**src/slcd_pkg.sv**
```systemverilog
// ----------------------------------------------------------------------------
// slcd_pkg: shared types for the sync/length/checksum deframer
// States of the frame parser, the codes of a result item, and the layout of
// a result item.
// ----------------------------------------------------------------------------
package slcd_pkg;

   typedef enum logic [2:0] {
      PH_SYNC1   = 3'd0,
      PH_SYNC2   = 3'd1,
      PH_LEN_HI  = 3'd2,
      PH_LEN_LO  = 3'd3,
      PH_CODE    = 3'd4,
      PH_PAYLOAD = 3'd5,
      PH_CHK_HI  = 3'd6,
      PH_CHK_LO  = 3'd7
   } phase_type;

   typedef enum logic [1:0] {
      KIND_PAYLOAD = 2'd0,
      KIND_GOOD    = 2'd1,
      KIND_BAD     = 2'd2,
      KIND_NULL    = 2'd3
   } kind_type;

   typedef struct packed {
      kind_type    kind;
      logic [7:0]  data_byte;
      logic [7:0]  data_code;
      logic        frame_end;
   } result_type;

endpackage

```
**src/slcd_parser.sv**
```systemverilog
// ----------------------------------------------------------------------------
// slcd_parser: frame parser state machine
// Takes one byte per step, tracks sync, length, code, payload and checksum,
// and gives at most one result item for the byte.
// ----------------------------------------------------------------------------
module slcd_parser import slcd_pkg::*; (
   input  logic        clock,
   input  logic        reset,
   input  logic        step,
   input  logic [7:0]  rx_byte,
   input  logic [7:0]  sync_value,
   output logic        emit,
   output result_type  result
);

   phase_type   phase_ff, phase_in;
   logic [15:0] remaining_ff, remaining_in;
   logic [15:0] sum_ff, sum_in;
   logic [7:0]  check_high_ff, check_high_in;
   logic [7:0]  code_ff, code_in;
   logic [15:0] len;
   logic [15:0] rx_check;

   assign len      = remaining_ff | {8'h00, rx_byte};
   assign rx_check = {check_high_ff, rx_byte};

   always_ff @(posedge clock) begin
      if (reset) begin
         phase_ff      <= PH_SYNC1;
         remaining_ff  <= '0;
         sum_ff        <= '0;
         check_high_ff <= '0;
         code_ff       <= '0;
      end else if (step) begin
         phase_ff      <= phase_in;
         remaining_ff  <= remaining_in;
         sum_ff        <= sum_in;
         check_high_ff <= check_high_in;
         code_ff       <= code_in;
      end
   end

   always_comb begin
      phase_in      = phase_ff;
      remaining_in  = remaining_ff;
      sum_in        = sum_ff;
      check_high_in = check_high_ff;
      code_in       = code_ff;
      emit          = 1'b0;
      result        = '0;
      case (phase_ff)
         PH_SYNC1: begin
            if (rx_byte == sync_value) phase_in = PH_SYNC2;
         end
         PH_SYNC2: begin
            phase_in = (rx_byte == sync_value) ? PH_LEN_HI : PH_SYNC1;
         end
         PH_LEN_HI: begin
            remaining_in = {rx_byte, 8'h00};
            phase_in     = PH_LEN_LO;
         end
         PH_LEN_LO: begin
            if (len == 16'd0) begin
               remaining_in     = '0;
               phase_in         = PH_SYNC1;
               emit             = 1'b1;
               result.kind      = KIND_NULL;
               result.frame_end = 1'b1;
            end else begin
               remaining_in = len - 16'd1;
               phase_in     = PH_CODE;
            end
         end
         PH_CODE: begin
            code_in  = rx_byte;
            sum_in   = {8'h00, rx_byte};
            phase_in = (remaining_ff == 16'd0) ? PH_CHK_HI : PH_PAYLOAD;
         end
         PH_PAYLOAD: begin
            sum_in       = sum_ff + {8'h00, rx_byte};
            remaining_in = remaining_ff - 16'd1;
            if (remaining_ff == 16'd1) phase_in = PH_CHK_HI;
            emit             = 1'b1;
            result.kind      = KIND_PAYLOAD;
            result.data_byte = rx_byte;
            result.data_code = code_ff;
         end
         PH_CHK_HI: begin
            check_high_in = rx_byte;
            phase_in      = PH_CHK_LO;
         end
         PH_CHK_LO: begin
            phase_in         = PH_SYNC1;
            emit             = 1'b1;
            result.kind      = (rx_check == sum_ff) ? KIND_GOOD : KIND_BAD;
            result.data_code = code_ff;
            result.frame_end = 1'b1;
         end
         default: begin
            phase_in = PH_SYNC1;
         end
      endcase
   end

endmodule

```
**src/sync_length_checksum_deframer_top.sv**
```systemverilog
// ----------------------------------------------------------------------------
// sync_length_checksum_deframer_top: byte stream frame deframer
// Parses sync, length, code, payload and 16-bit additive checksum frames.
// ----------------------------------------------------------------------------
// Takes one received byte per cycle and sustains one byte per cycle while the
// result side is not stalled by rsp_ready. A byte is latched in the input
// register, parsed by the frame state machine once the result register is free
// or being read, and any result lands in the result register. The state update
// with its 16-bit add and compare sets this rate. Payload bytes come out with
// the frame's data code; the last checksum byte gives good or mismatch, and a
// zero length gives a null frame. csr_write_data sets the sync byte value.
module sync_length_checksum_deframer_top import slcd_pkg::*; (
   input  logic        clock,
   input  logic        reset,
   input  logic        req_valid,
   output logic        req_ready,
   input  logic [7:0]  req_rx_byte,
   output logic        rsp_valid,
   input  logic        rsp_ready,
   output logic [1:0]  rsp_kind,
   output logic [7:0]  rsp_data_byte,
   output logic [7:0]  rsp_data_code,
   output logic        rsp_frame_end,
   input  logic        csr_write_enable,
   input  logic [7:0]  csr_write_data
);

   logic        in_vld_ff;
   logic [7:0]  in_byte_ff;
   logic        rsp_vld_ff, rsp_vld_in;
   result_type  rsp_ff;
   logic [7:0]  sync_value_ff;
   logic        step;
   logic        emit;
   result_type  result;

   assign step      = in_vld_ff & (~rsp_vld_ff | rsp_ready);
   assign req_ready = ~in_vld_ff | step;

   // hold the sync value
   always_ff @(posedge clock) begin
      if (reset) begin
         sync_value_ff <= '0;
      end else if (csr_write_enable) begin
         sync_value_ff <= csr_write_data;
      end
   end

   // input register
   always_ff @(posedge clock) begin
      if (reset) begin
         in_vld_ff <= 1'b0;
      end else if (req_ready) begin
         in_vld_ff <= req_valid;
      end
   end

   always_ff @(posedge clock) begin
      if (req_valid && req_ready) begin
         in_byte_ff <= req_rx_byte;
      end
   end

   slcd_parser u_parser (
      .clock      (clock),
      .reset      (reset),
      .step       (step),
      .rx_byte    (in_byte_ff),
      .sync_value (sync_value_ff),
      .emit       (emit),
      .result     (result)
   );

   // result register
   always_comb begin
      rsp_vld_in = rsp_vld_ff;
      if (step) begin
         rsp_vld_in = emit;
      end else if (rsp_ready) begin
         rsp_vld_in = 1'b0;
      end
   end

   always_ff @(posedge clock) begin
      if (reset) begin
         rsp_vld_ff <= 1'b0;
      end else begin
         rsp_vld_ff <= rsp_vld_in;
      end
   end

   always_ff @(posedge clock) begin
      if (step && emit) begin
         rsp_ff <= result;
      end
   end

   assign rsp_valid     = rsp_vld_ff;
   assign rsp_kind      = rsp_ff.kind;
   assign rsp_data_byte = rsp_ff.data_byte;
   assign rsp_data_code = rsp_ff.data_code;
   assign rsp_frame_end = rsp_ff.frame_end;

`ifndef NO_ASSERTIONS
   a_end_matches_kind: assert property (@(posedge clock) disable iff (reset)
      rsp_valid |-> (rsp_frame_end == (rsp_kind != KIND_PAYLOAD)))
      else $error("frame_end disagrees with kind");

   a_byte_zero_off_payload: assert property (@(posedge clock) disable iff (reset)
      (rsp_valid && rsp_kind != KIND_PAYLOAD) |-> (rsp_data_byte == 8'h00))
      else $error("data_byte set on a closing result");

   a_null_code_zero: assert property (@(posedge clock) disable iff (reset)
      (rsp_valid && rsp_kind == KIND_NULL) |-> (rsp_data_code == 8'h00))
      else $error("null frame carries a data code");

   a_input_held: assert property (@(posedge clock) disable iff (reset)
      (in_vld_ff && !step) |=> (in_vld_ff && $stable(in_byte_ff)))
      else $error("stalled input byte lost");
`endif

endmodule
```
**config.mk**
```make
export PLATFORM = sky130hd
export DESIGN_NAME = sync_length_checksum_deframer_top
export DESIGN_NICKNAME = d
export VERILOG_FILES = /design/src/slcd_pkg.sv /design/src/slcd_parser.sv /design/src/sync_length_checksum_deframer_top.sv
export SDC_FILE = /design/constraint.sdc
export NUM_CORES = 1
export LEC_CHECK = 0
export BUFFER_PORTS_ARGS = -buffer_cell sky130_fd_sc_hd__clkbuf_2
export CAP_MARGIN = 10
export CORE_MARGIN = 5
export CORE_UTILIZATION = 60
export CTS_CLUSTER_DIAMETER = 30
export DETAILED_ROUTE_END_ITERATION = 7
export PLACE_DENSITY = 0.8
export SYNTH_ARGS = -nofsm -noshare
export SYNTH_HDL_FRONTEND = slang
export SYNTH_SLANG_ARGS = --single-unit
export TNS_END_PERCENT = 100
```
**constraint.sdc**
```tcl
create_clock -name clock -period 3.75 [get_ports clock]
set_input_delay 0.75 -clock clock [delete_from_list [all_inputs] [get_ports clock]]
set_output_delay 0.75 -clock clock [all_outputs]
set_load 0.01 [all_outputs]
```
==> reports/results.env <==
NUMBER_OF_SETUP_VIOLATIONS_IN_THE_FINAL_REPORT=0
SYN2LAYOUT_AREA_GROWTH_PCT=7.93
SYNTH_SEQUENTIAL_AREA_RATIO_PCT=41.8
DRV_SLEW=0
GRT_FIRST_PASS_WIRELENGTH_UM=19700
WORSTSKEWPAIRLATENCY_PS=370
CTS.SINK_COUNT=88
SETUP_REPAIR_AFTER_GLOBAL_ROUTING_MISSED_ITS_MARGIN='false'
SETUP-TNS-FINAL_PS=0
DETAILED_PLACE_HPWL_UM=8380
CORE_AREA_MM2=0.00781
GRT_PASS1_VIAS=3967
GRT_START_MAX_NET_PINS=31
YS_DOMINANT_REG_CELL='dfxtp_1'
SYNTH.LIB_CELLS_USED.DISTINCT=62
SYNTH.CELL_AREA_MM2=0.00486
POST_SYNTH_INST_COUNT=535
CTS_ROOT_BUF='clkbuf_8'
ROW_COUNT=32
CRITICALPATHCATEGORY='reg -> reg'
DRC_MARKER_COUNT_FROM_THE_FIRST_DETAILED_ROUTE_ITERATION=443
GROUTE.USAGE.OVERALL_PCT=24.8
VIAS=4132
POSTROUTEANTENNANETS=0
GRT_ANTENNA_BEFORE_REPAIR=0
DIE_W_UM=100
YOSYS_REGISTER_BITS=88
CTS_TREE='built'
SLEW_HEADROOM_PCT=37.7
GP_CONGESTION=0.943
CLK_PIN_SLEW_PS=100
FF_LATCH_AREA_MM2=0.00203
NUM_ANTENNA_CELLS=0
ENDPOINT_KIND='register'
ASYNCSETRESETFLOPFRACSYNTH_PCT=0
NUM-NETS-FINAL=586
DETAILED_PLACE.AREA_MM2=0.00503
DRT_FIRST_PASS_ITERS=6
POST-ROUTE-UTIL_PCT=67.2
GLOBALROUTE.TOTALOVERFLOW=0
POST_CTS_BUFFERS=0
FINAL.FILL_COUNT=631
FINAL_LAYOUT_SIZE_SUFFIX_GT1_SHARE_PCT=14.2
MAX-CAP-VIOLATIONS=0
ACHIEVABLE-FREQUENCY_GHz=0.351
INITIAL_UTILIZATION_PCT=62.2
FIN_AREA_MM2=0.00524
STATUS='completed'
CP_MAX_FO=22
WORSTPATHREQUIRED_PS=4000
SYNTHESIZED_AREA_PER_CELL_UM2=9.08
NUMBER_OF_FAILING_HOLD_ENDPOINTS_AT_THE_FINAL_STAGE=0
LAYOUT.CELLS.MOST_COMMON_LIST='75 x nor2_1, 61 x dfxtp_1, 41 x clkbuf_2'
ROUTE.DETAILED.WL_PER_INST_UM=18.2
BOUNDARYPINS=42
WORST-SLEW-PIN-TRANSITION_PS=931
HOLD_PATH.CLASS='reg -> reg'
P_LEAK_nW=2.09
POWERDENSITY_mW_PER_MM2=349
MIN_CYCLE_TIME_LAYOUT_PS=2850
CTS_MADE_BUFFERS=9
MAPPEDNETLISTNETS=569
DIE_HEIGHT_UM=100
CRIT_ARRIVAL_PS=3100
TIMING.FINAL.CRIT_SHARE_PCT=76.0
TOTAL_DIE_AREA_MM2=0.0100
CTS-RESIZED-GATES=0
VDD_DROP_MAX_mV=0.218
FINAL_COMMON_CELL='nor2_1'
CTS_MAX_PATH_BUFFERS=2
DRC=0
WIRELENGTH_UM=12000
PORTBUFFERS=41
YS_WARN_COUNT=0
FIN_WORST_SKEW_PS=8.35
CTS_MAX_LEVEL=3
POST_CTS_HOLD_BUFFER_COUNT=0
AREA_USED_BY_MULTI_INPUT_COMBINATIONAL_LOGIC_MM2=0.00259
ROUTE.DETAILED.VIAS_PER_INST=6.27
CRIT_PATH_START_KIND='register'
POST_SYNTH_EDFFS=27
==> through the flow <==
stage | power, W | hold WS [ps] | std cells | setup WS (ps)
floorplan | 0.00110 | 440 | 535 | 1040
global placement | 0.00114 | 451 | 643 | 1090
detailed placement | 0.00115 | 459 | 643 | 989
CTS | 0.00183 | 472 | 659 | 967
global route | 0.00189 | 483 | 659 | 738
finish | 0.00183 | 471 | 659 | 901
==> metal layers <==
layer / vias to the layer above / track usage [%] / wire length [um]
met1: 1967 / 32.7 / 4980
met4: 0 / 12.2 / 439
met3: 41 / 5.00 / 858
li1: 1952 / - / -
met2: 172 / 39.0 / 5730
met5: - / 0 / 0
==> state kept, by name (all words and copies together) (netlist names), 2 cells and up <==
| register | count |
|---|---|
| u_parser.sum_ff | 16 |
| u_parser.remaining_ff | 16 |
| u_parser.phase_ff | 3 |
| u_parser.check_high_ff | 8 |
| rsp_data_code | 8 |
| rsp_data_byte | 8 |
| rsp_kind | 2 |
| u_parser.code_ff | 8 |
| in_byte_ff | 8 |
| sync_value_ff | 8 |
==> final timing paths <==
| path | cells past startpoint | from | slack [ps] | endpoint |
|---|---|---|---|---|
| worst max-delay path | 5 | u_parser.phase_ff[2] | 900 | u_parser.sum_ff[12] |
| worst min-delay path | 2 | u_parser.sum_ff[5] | 470 | u_parser.sum_ff[5] |
| worst max register to register | 5 | u_parser.phase_ff[2] | 900 | u_parser.sum_ff[12] |
| worst min register to register | 2 | u_parser.sum_ff[5] | 470 | u_parser.sum_ff[5] |
==> synth_stat cells, types with 8 or more instances <==
| cell | n | share of area, % |
|---|---|---|
| nor2_1 | 75 | 5.8 |
| xnor2_1 | 18 | 3.2 |
| buf_2 | 11 | 1.1 |
| inv_1 | 9 | 0.70 |
| nor3_1 | 12 | 1.2 |
| dfxtp_1 | 61 | 25 |
| or3_1 | 8 | 1.0 |
| nor4_1 | 8 | 1.0 |
| a21oi_1 | 27 | 2.8 |
| ha_1 | 12 | 3.1 |
| xor2_1 | 28 | 5.0 |
| and2_1 | 9 | 1.2 |
| edfxtp_1 | 27 | 17 |
| nand4_1 | 11 | 1.4 |
| mux2i_1 | 22 | 4.5 |
| o21ai_0 | 19 | 2.0 |
| nand2_1 | 36 | 2.8 |
| and3_1 | 14 | 1.8 |
| nand3_1 | 12 | 1.2 |
| clkbuf_1 | 20 | 1.5 |
==> where the power goes <==
group / internal, W / switching [W]
sequential: 0.000989 / 0.0000246
clock: 0.000324 / 0.000379
combinational: 0.0000436 / 0.0000693
==> cell families (layout without fill, tap and decap cells) <==
logic type,count (synthesis),in the layout,synth area share [%]
compound gates,99,99,13.4
xor+xnor,46,46,8.29
fa+ha+maj,13,13,3.50
buf+inv,50,72,4.87
flops,88,88,41.8
mux,22,22,4.53
simple gates,217,217,23.6
==> cell type report <==
cell class                 instances  area share [%]
inverter                           9           0.644
sequential                        88            38.7
multi-input combinational        397            49.4
clock inverter                     7            1.65
tap                              102            2.43
timing repair buffer              47            4.77
clock buffer                       9            2.36
==> worst max-delay path: stages (launching register included) <==
cell and delay (ps):
dfxtp_1 770, nor2b_1 400, and3_1 560, nand2_1 470, nand2b_1 420, nor2_1 100
No activity file was read; power rests on OpenSTA's default activity.
